[src/design/dtfp_pkg.sv]
// ----------------------------------------------------------------------------
// dtfp_pkg: shared types and constants of the decimal text converter
// Character codes, queue sizing, the item passed from front to back, and the
// saturating multiply-by-ten-and-add step used by the accumulator and scaler.
// ----------------------------------------------------------------------------
package dtfp_pkg;

	// Default for the largest number of fraction digits kept
	localparam int MAX_FRAC_DIGITS_DEF = 18;

	// Reset value of the frac_digits register
	localparam logic [4:0] FRAC_RESET = 5'd8;

	// ASCII codes
	localparam logic [7:0] CH_POINT = 8'h2E;
	localparam logic [7:0] CH_MINUS = 8'h2D;
	localparam logic [7:0] CH_ZERO  = 8'h30;
	localparam logic [7:0] CH_NINE  = 8'h39;

	// Front-to-back queue
	localparam int QUEUE_DEPTH = 4;
	localparam int QUEUE_AW    = $clog2(QUEUE_DEPTH);

	// Classified character as handed to the back end
	typedef struct packed {
		logic       is_digit;  // digit to fold into the magnitude
		logic [3:0] digit;
		logic       neg;       // number is negative (as of this character)
		logic       last;      // closes the number
		logic [4:0] scale;     // powers of ten still to apply at the end
	} dtfp_item_t;

	// Magnitude with its sticky saturation flag
	typedef struct packed {
		logic [63:0] mag;
		logic        ovf;
	} dtfp_acc_t;

	// mag*10 + d, saturating at 2^63-1 (positive) or 2^63 (negative)
	function automatic dtfp_acc_t push_digit(input logic [63:0] mag, input logic ovf,
		input logic neg, input logic [3:0] d);
		logic [67:0] t;
		logic [67:0] cap;
		dtfp_acc_t   r;
		t   = {1'b0, mag, 3'b000} + {3'b000, mag, 1'b0} + {64'd0, d};
		cap = {5'd0, 63'h7FFF_FFFF_FFFF_FFFF} + {67'd0, neg};
		if (ovf || (t > cap)) begin
			r.mag = cap[63:0];
			r.ovf = 1'b1;
		end else begin
			r.mag = t[63:0];
			r.ovf = 1'b0;
		end
		return r;
	endfunction

endpackage

[src/design/dtfp_queue.sv]
// ----------------------------------------------------------------------------
// dtfp_queue: short FIFO between classifier and arithmetic back end
// Lets the front keep taking characters while the back end is stalled.
// ----------------------------------------------------------------------------
module dtfp_queue (
	input  logic                 clk,
	input  logic                 arst_n,
	input  logic                 push,
	input  dtfp_pkg::dtfp_item_t push_item,
	output logic                 full,
	input  logic                 pop,
	output logic                 q_valid,
	output dtfp_pkg::dtfp_item_t q_item
);

	dtfp_pkg::dtfp_item_t              mem_q [dtfp_pkg::QUEUE_DEPTH];
	logic [dtfp_pkg::QUEUE_AW-1:0]     wptr_q;
	logic [dtfp_pkg::QUEUE_AW-1:0]     rptr_q;
	logic [dtfp_pkg::QUEUE_AW:0]       count_q;
	logic                              do_push;
	logic                              do_pop;

	assign full    = (count_q == (dtfp_pkg::QUEUE_AW+1)'(dtfp_pkg::QUEUE_DEPTH));
	assign q_valid = (count_q != '0);
	assign q_item  = mem_q[rptr_q];
	assign do_push = push && !full;
	assign do_pop  = pop && q_valid;

	// storage
	always_ff @(posedge clk) begin
		if (do_push) begin
			mem_q[wptr_q] <= push_item;
		end
	end

	// pointers and fill count
	always_ff @(posedge clk or negedge arst_n) begin
		if (!arst_n) begin
			wptr_q  <= '0;
			rptr_q  <= '0;
			count_q <= '0;
		end else begin
			if (do_push) begin
				wptr_q <= wptr_q + 1'b1;
			end
			if (do_pop) begin
				rptr_q <= rptr_q + 1'b1;
			end
			case ({do_push, do_pop})
				2'b10:   count_q <= count_q + 1'b1;
				2'b01:   count_q <= count_q - 1'b1;
				default: count_q <= count_q;
			endcase
		end
	end

endmodule

[config.mk]
export PLATFORM = sky130hd
export DESIGN_NAME = dtfp_queue
export DESIGN_NICKNAME = d
export VERILOG_FILES = /design/src/design/dtfp_pkg.sv /design/src/design/dtfp_queue.sv
export SDC_FILE = /design/constraint.sdc
export NUM_CORES = 1
export LEC_CHECK = 0
export BUFFER_PORTS_ARGS = -buffer_cell sky130_fd_sc_hd__buf_2
export CAP_MARGIN = 25
export CORE_ASPECT_RATIO = 0.8
export CORE_UTILIZATION = 60
export DETAILED_ROUTE_END_ITERATION = 10
export PLACE_DENSITY = 0.93
export SETUP_SLACK_MARGIN = 0.02
export SYNTH_ARGS = -nofsm -noshare
export SYNTH_HDL_FRONTEND = slang
export SYNTH_SLANG_ARGS = --single-unit
[constraint.sdc]
create_clock -name clk -period 5.4 [get_ports clk]
set_input_delay 1.62 -clock clk [delete_from_list [all_inputs] [get_ports clk]]
set_output_delay 1.62 -clock clk [all_outputs]
set_load 0.02 [all_outputs]
==> results.json <==
{
  "intPower_mw": 0.9643,
  "post_cts_buffers": 0,
  "final_common_cell": "edfxtp_1",
  "tightest_slew_ns": 0.8323,
  "insertion_delay_ns": 0.30,
  "worstSetupEndpointType": "output port",
  "vias": 1021,
  "numCtsBuffers": 5,
  "rsz0062_at_grt": "false",
  "syn_area_per_cell_um2": 21.44,
  "crit_type": "register to output port",
  "hold_viol": 0,
  "clkSlewWorstSetupHoldPaths_ns": 0.09,
  "drv_slew": 0,
  "yosysWarnings": 0,
  "required_ns": 3.78,
  "p_seq_share_pct": 46.8,
  "gp_congestion": 0.6600,
  "skew_ns": 0.006401,
  "grt_pass1_vias": 1113,
  "p_sw_share_pct": 31.38,
  "grt_pass1_wl_mm": 5.685,
  "core_mm2": 0.003447,
  "n_antenna_cell": 0,
  "avgViaCountPerCell": 5.768,
  "placedCellCount": 169,
  "hold_path_class": "register to register",
  "wl_per_cell_um": 19.58,
  "io_buffers": 29,
  "startpoint_type": "register",
  "max_clock_freq_ghz": 0.2763,
  "period_needed_ns": 3.619,
  "hold_slack_ns": 0.5183,
  "setup_tns_ns": 0,
  "final_layout_size_suffix_gt1_share_pct": 42.22,
  "slew_headroom_pct": 44.51,
  "pwr-share-comb_pct": 31.1,
  "nNetsFinal": 156,
  "setup_violations": 0,
  "grt.overflow.total": 0,
  "vdd_drop_max_mv": 0.3804,
  "die_w_um": 69.17,
  "grt_max_degree": 17,
  "synth_cell_types": 19,
  "dieArea_mm2": 0.003856,
  "p_leak_nw": 0.9327,
  "syn2layout_area_growth_pct": 14.44,
  "syn_nets": 123,
  "p_switching_mw": 0.4410,
  "ctsResizeCount": 0,
  "drt_iter0_drc": 73,
  "crit_fanout": 14,
  "row_count": 19,
  "cp.arrival_ns": 2.00,
  "initial_core_util_pct": 62.83,
  "cts_tree": "yes",
  "ys_ff_latch": 55,
  "first_pass_iters": 4,
  "ant_nets": 0,
  "htree_levels": 2,
  "p_per_area_mw_per_mm2": 567.0,
  "synth_cells": 101,
  "ios": 30,
  "cts-root-buf": "clkbuf_8",
  "hpwl_mm": 2.277,
  "ys_seq_area_share_pct": 74.64,
  "cap_violations": 0,
  "cts_sinks": 55,
  "drc": 0,
  "antenna_found_initial": 0,
  "layout_setup_ws_ns": 1.781,
  "netlist_area_mm2": 0.002166,
  "clockPowerShare_pct": 22.0,
  "fin_cells": 177,
  "dp_worst_setup_slack_ns": 2.083,
  "ctsHoldBuffers": 0,
  "clk_path_buf_depth": 2,
  "status": "finished, final reports clean",
  "finalCritPeriodShare_pct": 67.03,
  "grt_usage_pct": 20.39,
  "mostFrequentLayoutCells": "48 x edfxtp_1, 29 x buf_2, 12 x mux4_2",
  "die_y_um": 55.74,
  "routed_wl_mm": 3.466
}
-- metrics by stage --
step / utilization, % / area [um^2] / power [mW]
after global placement: 68.06 / 2346 / 1.078
after floorplan: - / 2166 / 0.9802
after detailed placement: 68.06 / 2346 / 1.111
final: 71.91 / 2479 / 1.405
after global routing: 71.91 / 2479 / 1.473
after CTS: 71.91 / 2479 / 1.417
-- layout make-up --
type	instances	area (um^2)
Sequential cell	55	1617
Fill cell	200	968.4
Multi-Input combinational cell	36	505.5
Timing Repair Buffer	29	145.1
Clock buffer	6	72.57
Clock inverter	2	60.06
Tap cell	42	52.55
Inverter	7	26.28
-- synth_stat cells --
master / count / area share [%]
xor2_1: 3 / 1.2
inv_1: 7 / 1.2
mux4_2: 12 / 12
and2_4: 1 / 0.40
nor2_1: 1 / 0.17
ha_1: 5 / 2.9
dfrtp_1: 7 / 8.1
nand2_1: 1 / 0.17
xnor2_1: 3 / 1.2
o31a_2: 1 / 0.46
or3b_4: 1 / 0.52
edfxtp_1: 48 / 67
buf_2: 2 / 0.46
or3_2: 1 / 0.35
fa_1: 1 / 0.92
mux2_4: 1 / 0.69
and3_2: 4 / 1.4
mux2i_1: 1 / 0.46
buf_4: 1 / 0.35
-- routing by layer --
| layer | global-route usage [%] | up-vias | share of wire, % |
|---|---|---|---|
| met4 | 9.038 | 0 | 2.2 |
| li1 | - | 456 | - |
| met3 | 5.616 | 9 | 5.1 |
| met5 | 0 | - | 0 |
| met1 | 26.00 | 518 | 41 |
| met2 | 33.29 | 38 | 52 |
-- worst paths after layout --
kind                            start    endpoint  slack (ns)  cells past startpoint
hold / removal             count_q[2]  count_q[2]        0.52                      1
max in group asynchronous      arst_n   rptr_q[1]        4.09                      1
setup reg to reg           count_q[0]  count_q[2]        3.14                      9
min in group asynchronous      arst_n  count_q[2]        1.14                      1
hold reg to reg            count_q[2]  count_q[2]        0.52                      1
setup / recovery            rptr_q[0]   q_item[4]        1.78                      2
-- registers in the layout (all words and copies together), names as in the netlist --
signal	count
rptr_q	2
wptr_q	2
count_q	3
mem_q	48
-- power groups by stage --
stage	registers (mW)	clock network (mW)	logic [mW]
after floorplan	0.608	0	0.372
after global placement	0.657	0	0.421
after detailed placement	0.670	0	0.442
after CTS	0.661	0.313	0.444
after global routing	0.673	0.332	0.468
final	0.658	0.310	0.438
-- critical path, cell delays in order, from the launching register on --
cell and delay [ns]:
dfrtp_1 0.90, mux4_2 0.63, buf_2 0.18
-- cells by family (layout without fill, tap and decap cells) --
family	after synthesis	count (layout)	synth area share [%]
flip-flops	55	55	74.64
multiplexers	14	14	13.63
buffers and inverters	10	44	2.022
AND/OR/NAND/NOR	9	9	3.004
adder cells (fa/ha/maj)	6	6	3.813
XOR/XNOR	6	6	2.427
AO/OA/AOI/OAI	1	1	0.4622
Note: power is estimated with default switching activity, not from simulation.
