**src/design/dtfp_pkg.sv**
```systemverilog
// ----------------------------------------------------------------------------
// dtfp_pkg: shared types and constants of the decimal text converter
// Character codes, queue sizing, the item passed from front to back, and the
// saturating multiply-by-ten-and-add step used by the accumulator and scaler.
// ----------------------------------------------------------------------------
package dtfp_pkg;

	// Default for the largest number of fraction digits kept
	localparam int MAX_FRAC_DIGITS_DEF = 18;

	// Reset value of the frac_digits register
	localparam logic [4:0] FRAC_RESET = 5'd8;

	// ASCII codes
	localparam logic [7:0] CH_POINT = 8'h2E;
	localparam logic [7:0] CH_MINUS = 8'h2D;
	localparam logic [7:0] CH_ZERO  = 8'h30;
	localparam logic [7:0] CH_NINE  = 8'h39;

	// Front-to-back queue
	localparam int QUEUE_DEPTH = 4;
	localparam int QUEUE_AW    = $clog2(QUEUE_DEPTH);

	// Classified character as handed to the back end
	typedef struct packed {
		logic       is_digit;  // digit to fold into the magnitude
		logic [3:0] digit;
		logic       neg;       // number is negative (as of this character)
		logic       last;      // closes the number
		logic [4:0] scale;     // powers of ten still to apply at the end
	} dtfp_item_t;

	// Magnitude with its sticky saturation flag
	typedef struct packed {
		logic [63:0] mag;
		logic        ovf;
	} dtfp_acc_t;

	// mag*10 + d, saturating at 2^63-1 (positive) or 2^63 (negative)
	function automatic dtfp_acc_t push_digit(input logic [63:0] mag, input logic ovf,
		input logic neg, input logic [3:0] d);
		logic [67:0] t;
		logic [67:0] cap;
		dtfp_acc_t   r;
		t   = {1'b0, mag, 3'b000} + {3'b000, mag, 1'b0} + {64'd0, d};
		cap = {5'd0, 63'h7FFF_FFFF_FFFF_FFFF} + {67'd0, neg};
		if (ovf || (t > cap)) begin
			r.mag = cap[63:0];
			r.ovf = 1'b1;
		end else begin
			r.mag = t[63:0];
			r.ovf = 1'b0;
		end
		return r;
	endfunction

endpackage

```
**src/design/dtfp_front.sv**
```systemverilog
// ----------------------------------------------------------------------------
// dtfp_front: character classifier
// Accepts one character per cycle unless q_full, tracks sign, point and fraction
// count, pushes digits and number ends to the queue, and holds frac_digits.
// ----------------------------------------------------------------------------
module dtfp_front #(
	parameter int MAX_FRAC_DIGITS = dtfp_pkg::MAX_FRAC_DIGITS_DEF
) (
	input  logic                 clk,
	input  logic                 arst_n,
	// character input
	input  logic                 in_valid,
	output logic                 in_stall,
	input  logic [7:0]           char_code,
	input  logic                 last,
	// configuration write
	input  logic                 cfg_valid,
	output logic                 cfg_ready,
	input  logic [4:0]           cfg_data,
	// queue side
	output logic                 push,
	output dtfp_pkg::dtfp_item_t item,
	input  logic                 q_full
);

	logic [4:0] frac_digits_q;
	logic       at_start_q;
	logic       neg_q;
	logic       seen_point_q;
	logic [4:0] frac_taken_q;

	logic       accept;
	logic [4:0] fd;
	logic       minus_first;
	logic       point_first;
	logic       is_num;
	logic       frac_room;
	logic       keep;
	logic       frac_inc;
	logic [4:0] frac_now;
	logic       neg_now;

	assign in_stall  = q_full;
	assign cfg_ready = 1'b1;
	assign accept    = in_valid && !q_full;

	// effective fraction digit count
	assign fd = (frac_digits_q > 5'(MAX_FRAC_DIGITS)) ? 5'(MAX_FRAC_DIGITS) : frac_digits_q;

	// classify the character
	assign minus_first = at_start_q && (char_code == dtfp_pkg::CH_MINUS);
	assign point_first = (char_code == dtfp_pkg::CH_POINT) && !seen_point_q;
	assign is_num      = (char_code >= dtfp_pkg::CH_ZERO) && (char_code <= dtfp_pkg::CH_NINE);
	assign frac_room   = frac_taken_q < fd;
	assign keep        = is_num && (!seen_point_q || frac_room);
	assign frac_inc    = is_num && seen_point_q && frac_room;
	assign frac_now    = frac_taken_q + {4'd0, frac_inc};
	assign neg_now     = neg_q || minus_first;

	// item toward the back end; ignored characters are dropped unless they end a number
	assign push          = accept && (keep || last);
	assign item.is_digit = keep;
	assign item.digit    = char_code[3:0];
	assign item.neg      = neg_now;
	assign item.last     = last;
	assign item.scale    = (fd > frac_now) ? (fd - frac_now) : 5'd0;

	// per-number state
	always_ff @(posedge clk or negedge arst_n) begin
		if (!arst_n) begin
			at_start_q   <= 1'b1;
			neg_q        <= 1'b0;
			seen_point_q <= 1'b0;
			frac_taken_q <= 5'd0;
		end else if (accept) begin
			if (last) begin
				at_start_q   <= 1'b1;
				neg_q        <= 1'b0;
				seen_point_q <= 1'b0;
				frac_taken_q <= 5'd0;
			end else begin
				at_start_q   <= 1'b0;
				neg_q        <= neg_now;
				seen_point_q <= seen_point_q || point_first;
				frac_taken_q <= frac_now;
			end
		end
	end

	// configuration register
	always_ff @(posedge clk or negedge arst_n) begin
		if (!arst_n) begin
			frac_digits_q <= dtfp_pkg::FRAC_RESET;
		end else if (cfg_valid && cfg_ready) begin
			frac_digits_q <= cfg_data;
		end
	end

endmodule

```
**config.mk**
```make
export PLATFORM = sky130hd
export DESIGN_NAME = dtfp_front
export DESIGN_NICKNAME = d
export VERILOG_FILES = /design/src/design/dtfp_pkg.sv /design/src/design/dtfp_front.sv
export SDC_FILE = /design/constraint.sdc
export NUM_CORES = 1
export LEC_CHECK = 0
export BUFFER_PORTS_ARGS = -buffer_cell sky130_fd_sc_hd__buf_4
export CAP_MARGIN = 5
export CORE_UTILIZATION = 50
export DETAILED_ROUTE_END_ITERATION = 6
export GPL_TIMING_DRIVEN = 0
export PLACE_DENSITY_LB_ADDON = 0.08
export SYNTH_ARGS = -nofsm -noshare
export SYNTH_HDL_FRONTEND = slang
export SYNTH_SLANG_ARGS = --single-unit
```
**constraint.sdc**
```tcl
create_clock -name clk -period 4.7 [get_ports clk]
set_input_delay 0.235 -clock clk [delete_from_list [all_inputs] [get_ports clk]]
set_output_delay 0.235 -clock clk [all_outputs]
set_load 0.005 [all_outputs]
```
==> results.toml <==
[status]
outcome = "finished clean"

[global_route]
grt_pass1_wl_microns = 3990
overflow = 0
grt_pass1_vias = 939
grt_start_max_net_pins = 14
grtUsageTotal_pct = 21.7
antenna_found_initial = 0

[layout]
antenna_cells = 0
syn_to_final_growth_pct = 28.9
n_fill_cell = 165
drive_gt1_share_pct = 36.1
fin_nets = 190
ff_latch_area_sq_um = 328
multi_input_area_sq_um = 634
final_cell_count_no_fill = 185

[timing]
max_freq_mhz = 245
hold_viol = 0
setup_ws_ps = 619
hold_slack_ps = 194
fin_tns_setup_ps = 0
rsz0062_at_grt = "no"
period_needed_ps = 4080
drv_slew = 0
finalSetupViolCount = 0
finalCritPeriodShare_pct = 86.8
finalClockSkew_ps = 6.42

[clock_tree]
numCtsBuffers = 3
cts.path.max_buffers = 2
cts_tree = "built"
cts.sinks = 13
clk_latency_ps = 270
post_cts_buffers = 0
htreeDepth = 1
cts_resized = 0
clockRootBuffer = "clkbuf_4"
holdBufCountCts = 1
path_clk_slew_ps = 70

[power_and_ir_drop]
p_leak_nw = 0.710
ir_worst_vdd_mv = 0.191
power-per-cell-area_nw_per_um2 = 210

[floorplanning]
core_area_sq_um = 1980
placement_rows = 16
io_pins = 34
dieWidth_microns = 48.4
die_h_microns = 48.4
start_util_pct = 54.2
die-area_sq_um = 2340

[route]
drt_pass1_iterations = 4
drt_wl_total_microns = 2120
via_per_inst = 5.08
ant_nets = 0
initialDrtViolationCount = 17
vias = 940
wl_per_cell_microns = 11.5
drc_errors = 0

[synthesis]
async_flop_share_pct = 100
ys_types = 39
syn_nets = 152
synth-edff-count = 0
ys_seq_elements = 13
synth_ff_type = "dfrtp_1"
synth_seq_area_share_pct = 30.5
synthesis.area_sq_um = 1070
synth_warnings = 0
synthCells = 121
synth_area_per_cell_sq_um = 8.88

[hold_path]
hold_path_class = "input pin to flip-flop"

[place]
place.gp.congestion = 0.830
port_buffers = 32
dp.cells = 180
dp_slack_ps = 908
place.detailed.hpwl_microns = 1780

[worst_setup_path]
reg2reg_slack_ps = 1950
r2r_start = "frac_digits_q[3]"
endpoint_kind = "primary output"
critical_path.startpoint = "frac_digits_q[3]"
crit_type = "flip-flop to primary output"
crit_arrival_ps = 3850
endpoint = "item[3]"
r2r-end = "frac_taken_q[4]"
required_ps = 4470
rr_worst_depth = 13
critPathLaunchType = "flip-flop"
path_max_fanout = 5

[run]
drv_cap = 0
==> report_power, final <==
part	switching (mW)	internal (mW)	total, mW
combinational	0.0440	0.0549	0.0989
clock	0.0356	0.0328	0.0684
sequential	0.00510	0.119	0.124
total	0.0847	0.206	0.291
==> cell families (layout without fill, tap and decap cells) <==
| group | Yosys count | in the layout | synth area share, % |
|---|---|---|---|
| AO/OA/AOI/OAI | 27 | 27 | 17.1 |
| AND/OR/NAND/NOR | 38 | 38 | 18.6 |
| XOR/XNOR | 5 | 5 | 4.08 |
| buffers and inverters | 21 | 58 | 10.5 |
| flip-flops | 13 | 13 | 30.5 |
| multiplexers | 4 | 4 | 4.19 |
| other | 1 | 1 | 0.349 |
| adder cells (fa/ha/maj) | 12 | 12 | 14.7 |
==> layout by cell type (no fill, tap or decap), drive strengths merged, types with 4 or more instances in the layout <==
master / count
ha: 11
mux2: 4
inv: 10
buf: 41
nand3: 4
clkbuf: 6
nor2: 7
dfrtp: 11
o31ai: 4
o21ai: 7
nand2: 13
==> Yosys cell counts (2+ instances only) <==
master | number | area, sq um
o21ai_0 | 7 | 35.0
nor2_1 | 7 | 26.3
buf_4 | 9 | 67.6
o31ai_1 | 4 | 30.0
dfrtp_1 | 11 | 275
nand2_1 | 13 | 48.8
dfstp_2 | 2 | 52.6
a21o_1 | 3 | 22.5
clkbuf_1 | 2 | 7.51
nand3_1 | 4 | 20.0
nor3_1 | 2 | 10.0
nor3b_1 | 2 | 15.0
xnor2_1 | 2 | 17.5
a21oi_1 | 3 | 15.0
mux2_2 | 4 | 45.0
ha_1 | 11 | 138
xor2_1 | 3 | 26.3
a31o_2 | 2 | 17.5
inv_1 | 10 | 37.5
==> worst min-delay path by stage <==
stage,to,depth (start not counted),startpoint
after floorplan,frac_digits_q[0],0,arst_n
after global placement,frac_taken_q[4],1,arst_n
after detailed placement,frac_taken_q[4],1,arst_n
after CTS,frac_digits_q[1],2,cfg_data[1]
after global routing,frac_digits_q[1],2,cfg_data[1]
final,frac_digits_q[1],2,cfg_data[1]
==> registers in the layout, indices dropped and copies added, names as in the netlist <==
| register | count |
|---|---|
| at_start_q | 1 |
| frac_digits_q | 5 |
| frac_taken_q | 5 |
| neg_q | 1 |
| seen_point_q | 1 |
==> critical path, stage by stage, from the launching register on <==
cell and delay [ps]:
dfstp_2 570, or2_2 110, a21o_1 180, inv_1 60, ha_1 260, nand4_1 90
a311o_1 320, nand3_1 130, nor2_1 60, ha_1 200, ha_1 210, nand3_1 100
xor2_1 250, ha_1 320, nand2_1 80, o22ai_1 60, a31o_2 250, nor3b_1 200
buf_4 140
==> stage by stage <==
stage | power, mW | cell area, sq um | util [%]
3_5_place_dp | 0.225 | 1350 | 68.1
3_3_place_gp | 0.222 | 1350 | 68.1
5_1_grt | 0.313 | 1390 | 69.9
4_1_cts | 0.296 | 1390 | 69.9
6_report | 0.291 | 1390 | 69.9
2_1_floorplan | 0.181 | 1070 | -
==> layer usage <==
layer	global-route usage, %	vias to the layer above	part of all wire [%]
li1	-	491	-
met4	6.37	0	0.80
met1	27.9	430	46
met5	0	-	0
met2	37.1	17	50
met3	4.09	2	3.6
==> layout make-up <==
type | count | share of cell area (%)
multi-input combinational | 87 | 45.8
sequential | 13 | 23.7
timing repair buffer | 33 | 18.1
buffer | 11 | 5.42
inverter | 10 | 2.71
tap | 27 | 2.44
clock buffer | 4 | 1.90
(Power assumes the default switching activity.)
